$ cat config.mk
export PLATFORM = sky130hd
export DESIGN_NAME = receive_credit_accounting_top
export DESIGN_NICKNAME = d
export VERILOG_FILES = /design/src/design/rca_pkg.sv /design/src/design/rca_ctrl.sv /design/src/design/rca_dp.sv /design/src/design/receive_credit_accounting_top.sv
export SDC_FILE = /design/constraint.sdc
export NUM_CORES = 1
export LEC_CHECK = 0
export ABC_AREA = 1
export BUFFER_PORTS_ARGS = -buffer_cell sky130_fd_sc_hd__buf_4
export CAP_MARGIN = 20
export CORE_UTILIZATION = 24
export CTS_CLUSTER_DIAMETER = 50
export CTS_CLUSTER_SIZE = 20
export DETAILED_ROUTE_END_ITERATION = 12
export GPL_ROUTABILITY_DRIVEN = 0
export SYNTH_ARGS = -nofsm -noshare
export SYNTH_HDL_FRONTEND = slang
export SYNTH_SLANG_ARGS = --single-unit
$ cat constraint.sdc
create_clock -name aclk -period 5.2 [get_ports aclk]
set_input_delay 1.04 -clock aclk [delete_from_list [all_inputs] [get_ports aclk]]
set_output_delay 1.04 -clock aclk [all_outputs]
set_load 0.01 [all_outputs]
$ cat src/design/rca_pkg.sv
// Shared types and codes for the receive credit accounting block.
package rca_pkg;

    // Operation codes carried in the input item's tuser.
    typedef enum logic [2:0] {
        OP_ACCUMULATE = 3'd0,
        OP_ROLLBACK   = 3'd1,
        OP_PAUSED_ACC = 3'd2,
        OP_RETURN     = 3'd3,
        OP_ATTACH     = 3'd4
    } rca_opcode_t;

    // Result status codes.
    typedef enum logic [2:0] {
        STAT_OK              = 3'd0,
        STAT_UNCRED_OVF      = 3'd1,
        STAT_ROLLBACK_UNF    = 3'd2,
        STAT_PAUSED_OVF      = 3'd3,
        STAT_PAUSED_EXCEEDS  = 3'd4,
        STAT_RETURN_FAIL     = 3'd5
    } rca_status_t;

    // Controller states.
    typedef enum logic [1:0] {
        S_IDLE  = 2'd0,
        S_EXEC  = 2'd1,
        S_CHUNK = 2'd2
    } rca_state_t;

    localparam int unsigned OPCODE_W = 3;
    localparam int unsigned AMOUNT_W = 22;
    localparam int unsigned COUNT_W  = 32;
    localparam int unsigned CREDIT_W = 16;
    localparam int unsigned MAX_CHUNKS = 64;

    // Commands from the controller to the datapath.
    typedef struct packed {
        logic capture;     // latch the input item
        logic exec;        // evaluate the operation and update the counts
        logic emit_chunk;  // load the next window-update chunk
    } rca_cmd_t;

    // Status from the datapath to the controller.
    typedef struct packed {
        logic out_free;      // output register can take a new item
        logic start_chunks;  // the operation under evaluation is a nonzero return
        logic last_chunk;    // the remaining amount fits in one chunk
    } rca_stat_t;

endpackage

$ cat src/design/rca_ctrl.sv
// Controller state machine for the receive credit accounting block.
module rca_ctrl
    import rca_pkg::*;
(
    input  logic      aclk,
    input  logic      aresetn,
    input  logic      s_tvalid,
    output logic      s_tready,
    input  rca_stat_t dp_stat,
    output rca_cmd_t  cmd
);

    rca_state_t state_reg;
    rca_state_t state_next;

    // State register.
    always_ff @(posedge aclk) begin
        if (!aresetn) begin
            state_reg <= S_IDLE;
        end else begin
            state_reg <= state_next;
        end
    end

    // Next state and commands.
    always_comb begin
        state_next = state_reg;
        cmd        = '0;
        s_tready   = 1'b0;
        case (state_reg)
            S_IDLE: begin
                s_tready = 1'b1;
                if (s_tvalid) begin
                    cmd.capture = 1'b1;
                    state_next  = S_EXEC;
                end
            end
            S_EXEC: begin
                if (dp_stat.out_free) begin
                    cmd.exec   = 1'b1;
                    state_next = dp_stat.start_chunks ? S_CHUNK : S_IDLE;
                end
            end
            S_CHUNK: begin
                if (dp_stat.out_free) begin
                    cmd.emit_chunk = 1'b1;
                    if (dp_stat.last_chunk) begin
                        state_next = S_IDLE;
                    end
                end
            end
            default: begin
                state_next = S_IDLE;
            end
        endcase
    end

endmodule

$ cat src/design/rca_dp.sv
// Datapath: counts, flow flags, chunk counter and the output register.
module rca_dp
    import rca_pkg::*;
#(
    parameter int unsigned CHUNK_MAX = 65535
)
(
    input  logic                aclk,
    input  logic                aresetn,
    input  logic                cfg_valid,
    input  logic                cfg_data,
    input  logic [OPCODE_W-1:0] in_opcode,
    input  logic [AMOUNT_W-1:0] in_amount,
    input  rca_cmd_t            cmd,
    output rca_stat_t           dp_stat,
    output logic                m_tvalid,
    input  logic                m_tready,
    output logic [23:0]         m_tdata,
    output logic                m_tlast
);

    localparam logic [AMOUNT_W-1:0] CHUNK_A = AMOUNT_W'(CHUNK_MAX);
    localparam logic [AMOUNT_W-1:0] CAP_A   = AMOUNT_W'(MAX_CHUNKS * CHUNK_MAX);

    logic                is_tcp_reg;
    logic                attached_reg;
    logic [COUNT_W-1:0]  unc_reg;
    logic [COUNT_W-1:0]  paused_reg;
    logic [OPCODE_W-1:0] op_reg;
    logic [AMOUNT_W-1:0] amt_reg;
    logic [AMOUNT_W-1:0] rem_reg;

    logic                ovalid_reg;
    logic [2:0]          ostatus_reg;
    logic                oabort_reg;
    logic                oclose_reg;
    logic [CREDIT_W-1:0] ocredit_reg;
    logic                olast_reg;

    logic [COUNT_W:0]    sum_unc;
    logic [COUNT_W:0]    sum_paused;
    logic [COUNT_W-1:0]  amt_ext;
    logic [AMOUNT_W-1:0] amt_sat;
    logic [COUNT_W-1:0]  amt_sat_ext;
    logic                fail;
    rca_status_t         fail_code;
    logic                go_chunks;
    logic [AMOUNT_W-1:0] chunk;
    logic                out_free;

    // Flow-kind register; the user must write it only while the block is idle (not enforced here).
    always_ff @(posedge aclk) begin
        if (!aresetn) begin
            is_tcp_reg <= 1'b1;
        end else if (cfg_valid) begin
            is_tcp_reg <= cfg_data;
        end
    end

    // Input capture.
    always_ff @(posedge aclk) begin
        if (cmd.capture) begin
            op_reg  <= in_opcode;
            amt_reg <= in_amount;
        end
    end

    // Checks of the captured operation against the counts.
    always_comb begin
        amt_ext     = COUNT_W'(amt_reg);
        sum_unc     = {1'b0, unc_reg} + {1'b0, amt_ext};
        sum_paused  = {1'b0, paused_reg} + {1'b0, amt_ext};
        amt_sat     = (amt_reg > CAP_A) ? CAP_A : amt_reg;
        amt_sat_ext = COUNT_W'(amt_sat);
        fail        = 1'b0;
        fail_code   = STAT_OK;
        go_chunks   = 1'b0;
        case (op_reg)
            OP_ACCUMULATE: begin
                if (!is_tcp_reg || sum_unc[COUNT_W]) begin
                    fail      = 1'b1;
                    fail_code = STAT_UNCRED_OVF;
                end
            end
            OP_ROLLBACK: begin
                if (amt_ext > unc_reg) begin
                    fail      = 1'b1;
                    fail_code = STAT_ROLLBACK_UNF;
                end
            end
            OP_PAUSED_ACC: begin
                if (!is_tcp_reg || sum_paused[COUNT_W]) begin
                    fail      = 1'b1;
                    fail_code = STAT_PAUSED_OVF;
                end else if (sum_paused[COUNT_W-1:0] > unc_reg) begin
                    fail      = 1'b1;
                    fail_code = STAT_PAUSED_EXCEEDS;
                end
            end
            OP_RETURN: begin
                if (!is_tcp_reg || !attached_reg || amt_sat_ext > unc_reg) begin
                    fail      = 1'b1;
                    fail_code = STAT_RETURN_FAIL;
                end else begin
                    go_chunks = (amt_sat != '0);
                end
            end
            default: begin
                fail = 1'b0;
            end
        endcase
    end

    // Next chunk of the credit return.
    assign chunk = (rem_reg > CHUNK_A) ? CHUNK_A : rem_reg;

    // Flow state update.
    always_ff @(posedge aclk) begin
        if (!aresetn) begin
            unc_reg      <= '0;
            paused_reg   <= '0;
            attached_reg <= 1'b0;
        end else if (cmd.exec) begin
            if (fail) begin
                unc_reg      <= '0;
                paused_reg   <= '0;
                attached_reg <= 1'b0;
            end else begin
                case (op_reg)
                    OP_ACCUMULATE: unc_reg    <= sum_unc[COUNT_W-1:0];
                    OP_ROLLBACK:   unc_reg    <= unc_reg - amt_ext;
                    OP_PAUSED_ACC: paused_reg <= sum_paused[COUNT_W-1:0];
                    OP_RETURN:     unc_reg    <= unc_reg - amt_sat_ext;
                    OP_ATTACH:     attached_reg <= 1'b1;
                    default:       attached_reg <= attached_reg;
                endcase
            end
        end
    end

    // Remaining bytes of a credit return.
    always_ff @(posedge aclk) begin
        if (cmd.exec) begin
            rem_reg <= amt_sat;
        end else if (cmd.emit_chunk) begin
            rem_reg <= rem_reg - chunk;
        end
    end

    // Output register valid flag.
    assign out_free = !ovalid_reg || m_tready;

    always_ff @(posedge aclk) begin
        if (!aresetn) begin
            ovalid_reg <= 1'b0;
        end else if ((cmd.exec && !go_chunks) || cmd.emit_chunk) begin
            ovalid_reg <= 1'b1;
        end else if (m_tready) begin
            ovalid_reg <= 1'b0;
        end
    end

    // Output register payload.
    always_ff @(posedge aclk) begin
        if (cmd.exec && !go_chunks) begin
            ostatus_reg <= fail_code;
            oabort_reg  <= fail && attached_reg;
            oclose_reg  <= fail;
            ocredit_reg <= '0;
            olast_reg   <= 1'b1;
        end else if (cmd.emit_chunk) begin
            ostatus_reg <= STAT_OK;
            oabort_reg  <= 1'b0;
            oclose_reg  <= 1'b0;
            ocredit_reg <= chunk[CREDIT_W-1:0];
            olast_reg   <= (rem_reg <= CHUNK_A);
        end
    end

    assign dp_stat.out_free     = out_free;
    assign dp_stat.start_chunks = go_chunks;
    assign dp_stat.last_chunk   = (rem_reg <= CHUNK_A);

    assign m_tvalid = ovalid_reg;
    assign m_tdata  = {3'b000, ocredit_reg, oclose_reg, oabort_reg, ostatus_reg};
    assign m_tlast  = olast_reg;

endmodule

$ cat src/design/receive_credit_accounting_top.sv
// Receive credit accounting: keeps the uncredited and paused byte counts of one TCP flow
// and turns credit returns into window updates of at most CHUNK_MAX bytes each. One item
// is taken at a time: it is accepted in the idle step, evaluated in the evaluate step,
// and a nonzero credit return then sends its chunks in the chunk step, one chunk per
// cycle from the single output register while the result side does not stall. A stall
// on the result side holds the block in its current step. The flow-kind register
// resets to TCP and is written through cfg_valid/cfg_data; the user must write it only
// while the block is idle, and the block itself does not enforce this.
module receive_credit_accounting_top
    import rca_pkg::*;
#(
    parameter int unsigned CHUNK_MAX = 65535
)
(
    input  logic        aclk,
    input  logic        aresetn,
    // Configuration write: is_tcp_flow.
    input  logic        cfg_valid,
    output logic        cfg_ready,
    input  logic        cfg_data,
    // Input items.
    input  logic        s_tvalid,
    output logic        s_tready,
    input  logic [23:0] s_tdata,   // [21:0] amount, [23:22] zero
    input  logic [2:0]  s_tuser,   // [2:0] opcode
    // Result items.
    output logic        m_tvalid,
    input  logic        m_tready,
    output logic [23:0] m_tdata,   // [2:0] status, [3] abort_connection,
                                   // [4] close_request, [20:5] window_credit, [23:21] zero
    output logic        m_tlast    // last
);

    rca_cmd_t  cmd;
    rca_stat_t dp_stat;

    // Configuration is always taken.
    assign cfg_ready = 1'b1;

    rca_ctrl u_ctrl (
        .aclk     (aclk),
        .aresetn  (aresetn),
        .s_tvalid (s_tvalid),
        .s_tready (s_tready),
        .dp_stat  (dp_stat),
        .cmd      (cmd)
    );

    rca_dp #(
        .CHUNK_MAX (CHUNK_MAX)
    ) u_dp (
        .aclk      (aclk),
        .aresetn   (aresetn),
        .cfg_valid (cfg_valid),
        .cfg_data  (cfg_data),
        .in_opcode (s_tuser),
        .in_amount (s_tdata[AMOUNT_W-1:0]),
        .cmd       (cmd),
        .dp_stat   (dp_stat),
        .m_tvalid  (m_tvalid),
        .m_tready  (m_tready),
        .m_tdata   (m_tdata),
        .m_tlast   (m_tlast)
    );

endmodule

Word level (Yosys, flattened, before mapping). Cells that the tools add are included.

Register bits after elaboration: 138. Input port bits: 33. Word-level logic and storage cells: 103.

Add/sub/neg operators: 5. $lt $le $gt $ge: 6. Eq/ne operators: 10. Multiplexer cells: 43. Reductions and logical operators: 25.

Operators with widths (number): two-way mux 32 bit (3); one-hot mux 32 bit (3 select lines) (1); two-way mux 22 bit (4); adder 32 x 22 -> 33 bit (2); greater-than comparator 22 x 32 -> 1 bit (2); subtractor 32 x 22 -> 32 bit (2); greater-than comparator 32 bit (1); greater-than comparator 22 x 16 -> 1 bit, second input constant (1); greater-than comparator 22 bit, second input constant (1); <= comparator 22 x 16 -> 1 bit, second input constant (1); nonzero test 22 bit (1); subtractor 22 bit (1); two-way mux 1 bit (21); two-way mux 3 bit (5); two-way mux 2 bit (6); one-hot mux 3 bit (4 select lines) (1); nonzero test 2 bit (5); equality test 3 x 2 -> 1 bit, second input constant (2); logical OR 1 bit (6); one-hot mux 2 bit (3 select lines) (1); AND reduction 2 bit (3); logical NOT 1 bit (4); inequality test 2 x 1 -> 1 bit, second input constant (2); inequality test 2 bit, second input constant (2); 10 further kinds (11).

Longest topological paths before layout. Gate-level depths: netlist of run 1.

Word-level depth: 10. Gate-level depth with buffers: 28.

Hierarchy. Synthesis of run 1 repeated with hierarchy kept, for this count alone.

Cell total of the unflattened synthesis: 2328. Area total of the unflattened synthesis: 14259.9 µm².

Modules (own cells, without submodules): rca_dp (times used 1, cells an instance 2299, area an instance 14103.5 µm²); rca_ctrl (times used 1, cells an instance 27, area an instance 145.1 µm²); receive_credit_accounting_top (times used 1, cells an instance 2, area an instance 11.3 µm²).

Worst setup path before layout of run 1. No wires, ideal clock.

Path type: register to register. Start point: register u_dp.amt_reg[2]. End point: register u_dp.oabort_reg (data pin). Setup time: 0.255 ns. Data arrival time: 3.395 ns. Required time: 4.945 ns. Setup slack: 1.550 ns. Stages on the path, launching flop included: 24. Clock period less this slack: 3.650 ns. Cell sequence: edfxtp_1 > ha_1 > a21oi_1 > nand2_1 > a21oi_1 > o21ai_0 > nand3_1 > nand2_1 > nand3_1 > nand2_1 > xor2_1 > ha_1 > nand2_1 > nor2_1 > nand2_1 > nor3_1 > a21oi_1 > nand2_1 > nand2_4 > nor2_8 > inv_2 > buf_2 > nand2_1 > nor2_1.

Cells in the longest elaborated chain, start to end: 9.

RTL lines: start, declared (RTL line rca_dp.sv:30) `logic [AMOUNT_W-1:0] amt_reg;`; start signal, assigned (RTL line rca_dp.sv:64) `amt_reg <= in_amount;`; parallel branches: the longest is 8 deep, another holds adder 32 x 22 -> 33 bit; two-way mux 1 bit (*) (RTL line rca_dp.sv:165) `if (cmd.exec && !go_chunks) begin`; end signal, assigned (RTL line rca_dp.sv:167) `oabort_reg <= fail && attached_reg;`; end, declared (RTL line rca_dp.sv:35) `logic oabort_reg;`.

Every way passes the cells marked *. A chain may end at the register's enable or synchronous reset.

Worst setup path in the final report of run 1.
Start point: register u_dp.amt_reg[21]. End point: register u_dp.paused_reg[17].

Cells in the longest elaborated chain, start to end: 8.

RTL lines: parallel branches: the longest is 5 deep, another holds adder 32 x 22 -> 33 bit; one-hot mux 1 bit (4 select lines) (*) (RTL line rca_dp.sv:78) `case (op_reg)`; nonzero test 2 bit (no source line); AND reduction 2 bit (no source line); end signal, assigned (RTL line rca_dp.sv:132) `OP_PAUSED_ACC: paused_reg <= sum_paused[COUNT_W-1:0];`; end, declared (RTL line rca_dp.sv:28) `logic [COUNT_W-1:0] paused_reg;`.

Marks and branches as above.

==> results of run 1 <==
==> worst max-delay path, stage by stage (launching register included) <==
cell	delay (ns)
edfxtp_1	0.54
ha_1	0.42
nand2_1	0.13
nor2_1	0.18
inv_1	0.06
nor2_1	0.15
nand4_1	0.10
o211ai_1	0.49
nand3_1	0.13
nand2_1	0.10
inv_1	0.06
ha_1	0.27
nand2_1	0.06
nor2_1	0.15
nand2_1	0.11
nor3_1	0.20
a21oi_1	0.10
nand2_1	0.20
nand2_4	0.10
nor2_8	0.24
nand2_4	0.11
nor2_8	0.40
nand2_1	0.14
a21oi_2	0.14
==> kinds of logic after synthesis <==
family                   synth area share
XOR/XNOR                           0.0378
other                            0.000522
adder cells (fa/ha/maj)             0.111
flip-flops                          0.228
buffers and inverters               0.120
AO/OA/AOI/OAI                       0.136
AND/OR/NAND/NOR                     0.366
==> cells in the mapped netlist, types with 7 or more instances <==
cell,number,area (µm²)
nand2_1,718,2700
inv_1,337,1260
nor2_1,259,972
a21oi_1,186,931
nand3_1,135,676
ha_1,121,1510
o21ai_0,94,470
dfxtp_1,86,1720
edfxtp_1,52,1560
nand4_1,42,263
xor2_1,39,342
nor3_1,29,145
xnor2_1,23,201
buf_4,21,158
clkbuf_1,18,67.6
o21bai_1,17,128
buf_2,16,80.1
inv_2,15,56.3
nand2_2,12,75.1
a211oi_1,11,82.6
o211ai_1,11,82.6
a21oi_2,8,70.1
nor2_2,8,50.1
nor4_1,8,50.1
buf_6,7,78.8
==> per-stage QoR <==
step                      setup slack [ns]  utilization  instance area (µm²)  power (mW)
after floorplan                       1.55            -                14400        1.85
after detailed placement             0.601        0.265                15600        2.13
after global placement               0.667        0.265                15600        2.13
after global routing                0.0749        0.274                16200        3.53
after CTS                            0.556        0.274                16200        3.36
final                                0.529        0.274                16200        3.36
==> worst min-delay path by stage <==
stage,from,endpoint,cells past startpoint
floorplan,u_dp.paused_reg[10],u_dp.paused_reg[10],2
global placement,u_dp.paused_reg[4],u_dp.paused_reg[4],2
detailed placement,u_dp.paused_reg[11],u_dp.paused_reg[11],2
CTS,u_dp.paused_reg[11],u_dp.paused_reg[11],2
global route,u_dp.paused_reg[13],u_dp.paused_reg[13],2
finish,u_dp.paused_reg[11],u_dp.paused_reg[11],2
==> metal layers <==
metal,GRT usage,routed length (µm),share of wire
met3,0.0383,4220,0.081
met5,0,0,0
met2,0.268,22800,0.44
met4,0.0686,1970,0.038
met1,0.225,23300,0.45
==> power groups by stage <==
stage | sequential (mW) | clock (mW) | combinational, mW
finish | 1.22 | 1.23 | 0.912
global route | 1.22 | 1.30 | 1.01
CTS | 1.21 | 1.25 | 0.895
detailed placement | 1.24 | 0 | 0.890
global placement | 1.24 | 0 | 0.887
floorplan | 1.22 | 0 | 0.633
==> final cells by class <==
type,count,area (µm²),area share
multi-input combinational,1792,9380,0.578
sequential,138,3280,0.202
inverter,354,1330,0.0819
tap,773,967,0.0596
timing repair buffer,89,681,0.0420
clock buffer,20,468,0.0289
clock inverter,11,111,0.00687
==> flow_summary.yaml, run 1 <==
run_status:
  outcome: "finished with violations"
  violations: "design-rule violations"
die:
  core-area_um2: 59100
  fp.dieH_um: 247
  initial_core_util: 0.243
  num_rows: 89
  die_w_um: 247
  io_pins: 61
  die_area_um2: 60900
synth:
  synthArstFlopShare: 0
  yosys_warnings: 0
  synth_area_per_cell_um2: 6.13
  yosysSeqAreaShare: 0.228
  synth_enable_flop_cells: 52
  synthFlopType: "dfxtp_1"
  ys_ff_latch: 138
  mappedNetlistArea_um2: 14400
  netlist_instances: 2348
  synth_cell_types: 53
route:
  wl_um: 52300
  vias: 15000
  drt_iter0_drc: 1499
  vias_per_cell: 4.74
  drc: 4
  antenna_left: 0
  first_pass_iters: 11
  wire_per_inst_um: 16.5
sta:
  finalSetupViolations: 0
  period_share: 0.898
  fin_crit_ns: 4.67
  tns_ns: 0
  holdWs_ns: 0.468
  relSlewSlack: 0.339
  grt_setup_unrepaired: "no"
  skew_ns: 0.0185
  max_freq_ghz: 0.214
  slew_violations: 0
  tightest_slew_ns: 0.989
  hold_violations: 0
critical_path:
  cp.required_ns: 5.58
  cp_data_arrival_time_ns: 5.05
  cp-end-kind: "register"
  timing.rr.end: "u_dp.paused_reg[17]"
  worstSetupStartpointType: "register"
  reg2regPathDepth: 23
  crit_path_max_fanout: 32
  crit_end: "u_dp.paused_reg[17]"
  critPathKind: "register to register"
  crit_path_start: "u_dp.amt_reg[21]"
  reg2reg_from: "u_dp.amt_reg[21]"
  r2r_slack_ns: 0.53
power_and_ir_drop:
  p_sw_mw: 1.21
  pwr-share-seq: 0.362
  leakage_nw: 8.06
  cellPowerDensity_nw_per_um2: 207
  vdd_ir_drop_max_v: 0.000243
  p_int_mw: 2.16
  power.share.clock: 0.367
  p_comb_frac: 0.271
  switching_share: 0.359
flow_run:
  maxCapViolations: 0
layout:
  diodes: 0
  area.growth.synth_to_final_pct: 12.8
  final_cell_mix: "nand2_1, inv_1, nor2_1"
  fin_nets: 2550
  fillers: 6681
  fin_cells: 3177
  drive_above_1_share: 0.0770
  final_common_cell: "nand2_1"
place:
  port_buffers: 54
  place_hpwl_um: 42400
  dp.cells: 3146
clock_tree:
  cts_resized: 0
  cts_tree: "done"
  cts_setup_buffers: 0
  clock_latency_ns: 0.46
  cts_buffers: 17
  cts_root_buf: "clkbuf_16"
  cts_hold_buf: 0
  h-tree-depth: 4
  clkSlewWorstSetupHoldPaths_ns: 0.06
  cts_sinks: 138
  cts_buffer_depth: 2
global_route:
  grt_use_total: 0.171
  grt_pass1_wl_um: 78300
  antenna_found_initial: 0
  grt_pass1_vias: 13500
  gr-total-overflow: 0
  grt_max_degree: 52
min_path:
  hp-class: "register to register"
Note: power is estimated with default switching activity, not from simulation.
==> run 2: changes to the inputs <==
--- a/config.mk
+++ b/config.mk
@@ -13,6 +13,7 @@
 export CTS_CLUSTER_SIZE = 20
 export DETAILED_ROUTE_END_ITERATION = 12
 export GPL_ROUTABILITY_DRIVEN = 0
+export RECOVER_POWER = 100
 export SYNTH_ARGS = -nofsm -noshare
 export SYNTH_HDL_FRONTEND = slang
 export SYNTH_SLANG_ARGS = --single-unit
==> flow_summary.yaml, run 2 (synthesized netlist as in run 1, its figures left out) <==
route:
  wl_um: 52400
  vias_per_cell: 4.77
  drc: 8
  vias: 15200
  drt_iter0_drc: 1523
  wire_per_inst_um: 16.5
  first_pass_iters: 10
  antenna_left: 0
min_path:
  worstHoldStart: "u_dp.paused_reg[11]"
  hp-class: "register to register"
  hold_end: "u_dp.paused_reg[11]"
  holdPathStages: 2
sta:
  grt_setup_unrepaired: "no"
  tightest_slew_ns: 1.80
  fin_crit_ns: 4.88
  max_freq_ghz: 0.205
  period_share: 0.938
  slew_violations: 46
  tns_ns: 0
  skew_ns: 0.0160
  hold_violations: 0
  finalSetupViolations: 0
  relSlewSlack: -0.201
clock_tree:
  clkSlewWorstSetupHoldPaths_ns: 0.06
  h-tree-depth: 4
  cts_hold_buf: 0
  clock_latency_ns: 0.46
  cts_tree: "done"
  cts_buffers: 17
  cts_sinks: 138
  cts_resized: 0
  cts_setup_buffers: 0
  cts_buffer_depth: 2
  cts_root_buf: "clkbuf_16"
layout:
  final_common_cell: "nand2_1"
  final_cell_mix: "nand2_1, inv_1, nor2_1"
  fin_nets: 2550
  fillers: 6707
  final_cell_area_um2: 16100
  area.growth.synth_to_final_pct: 11.8
  drive_above_1_share: 0.0607
run_status:
  outcome: "finished with violations"
  violations: "design-rule violations, max-capacitance violations, max-slew violations"
critical_path:
  r2r_slack_ns: 0.32
  timing.rr.end: "u_dp.paused_reg[17]"
  worstSetupStartpointType: "register"
  reg2regPathDepth: 26
  cp_data_arrival_time_ns: 5.26
  cp-end-kind: "register"
  critPathKind: "register to register"
  cp.required_ns: 5.58
  crit_path_max_fanout: 32
  reg2reg_from: "u_dp.amt_reg[7]"
die:
  io_pins: 61
  initial_core_util: 0.243
  die_w_um: 247
  fp.dieH_um: 247
  die_area_um2: 60900
  core-area_um2: 59100
  num_rows: 89
place:
  place_hpwl_um: 42400
  place_area_um2: 15600
  port_buffers: 54
power_and_ir_drop:
  cellPowerDensity_nw_per_um2: 209
  vdd_ir_drop_max_v: 0.000244
  leakage_nw: 7.93
global_route:
  grt_max_degree: 52
  grt_use_total: 0.171
  antenna_found_initial: 0
  grt_pass1_wl_um: 78300
  grt_pass1_vias: 13500
  gr-total-overflow: 0
flow_run:
  maxCapViolations: 2
## run 2: cell types whose count changed in the layout (fill, tap and decap cells not counted), sizes merged
| cell | previous run | this run |
|---|---|---|
| diode | 0 | 1 |
| clkbuf | 20 | 78 |
| buf | 89 | 31 |
## run 2: how the worst max path moves through the flow
| stage | from | end | slack, ns | depth (start not counted) |
|---|---|---|---|---|
| after floorplan | u_dp.amt_reg[2] | u_dp.oabort_reg | 1.55 | 23 |
| after global placement | u_dp.amt_reg[0] | u_dp.paused_reg[17] | 0.67 | 23 |
| after detailed placement | u_dp.amt_reg[2] | u_dp.paused_reg[17] | 0.60 | 23 |
| after CTS | u_dp.amt_reg[2] | u_dp.paused_reg[17] | 0.56 | 24 |
| after global routing | u_dp.amt_reg[7] | u_dp.paused_reg[4] | 0.05 | 26 |
| final | u_dp.amt_reg[7] | u_dp.paused_reg[17] | 0.32 | 26 |
## run 2: layout make-up
cell class	count	area, µm²	share of cell area
Inverter	354	1330	0.0826
Timing Repair Buffer	89	561	0.0349
Sequential cell	138	3280	0.204
Clock inverter	11	111	0.00693
Antenna cell	1	2.50	0.000156
Multi-Input combinational cell	1792	9360	0.582
Tap cell	773	967	0.0602
Clock buffer	20	468	0.0291
## run 2: routing by layer
metal	vias to the layer above	wire (µm)	global-route usage
li1	7622	-	-
met2	583	22700	0.268
met3	111	4240	0.0383
met5	-	0	0
met4	0	2120	0.0686
met1	6843	23400	0.225
## run 2: critical path, cell delays in order (launching register included)
cell	delay (ns)
edfxtp_1	0.49
clkbuf_1	0.50
nand4_1	0.17
nor4_1	0.41
o41ai_1	0.14
clkbuf_1	0.17
nand2_1	0.08
inv_1	0.16
ha_1	0.25
inv_1	0.10
fa_1	0.25
nand3_1	0.10
nand3_2	0.10
nand2_1	0.07
nand2_2	0.10
nand2_1	0.06
nand2_1	0.18
nand2_2	0.11
nand2_2	0.09
nand2_2	0.07
nand2_4	0.08
nand2_4	0.07
nor2_8	0.24
nand2_4	0.11
nor2_8	0.40
nand2_1	0.12
a21oi_1	0.14
## run 2: where the power goes
| part | internal (mW) | total (mW) | switching [mW] |
|---|---|---|---|
| registers | 1.17 | 1.22 | 0.0505 |
| logic | 0.283 | 0.906 | 0.624 |
| clock network | 0.702 | 1.23 | 0.532 |
| total | 2.15 | 3.36 | 1.21 |
## run 2: metrics by stage
step	power [mW]	utilization	setup slack (ns)	cells	hold WS, ns
6_report	3.36	0.272	0.320	3178	0.467
5_1_grt	3.52	0.272	0.0496	3177	0.489
4_1_cts	3.36	0.274	0.556	3177	0.471
3_5_place_dp	2.13	0.265	0.601	3146	0.463
3_3_place_gp	2.13	0.265	0.667	3146	0.460
2_1_floorplan	1.85	-	1.55	2350	0.447
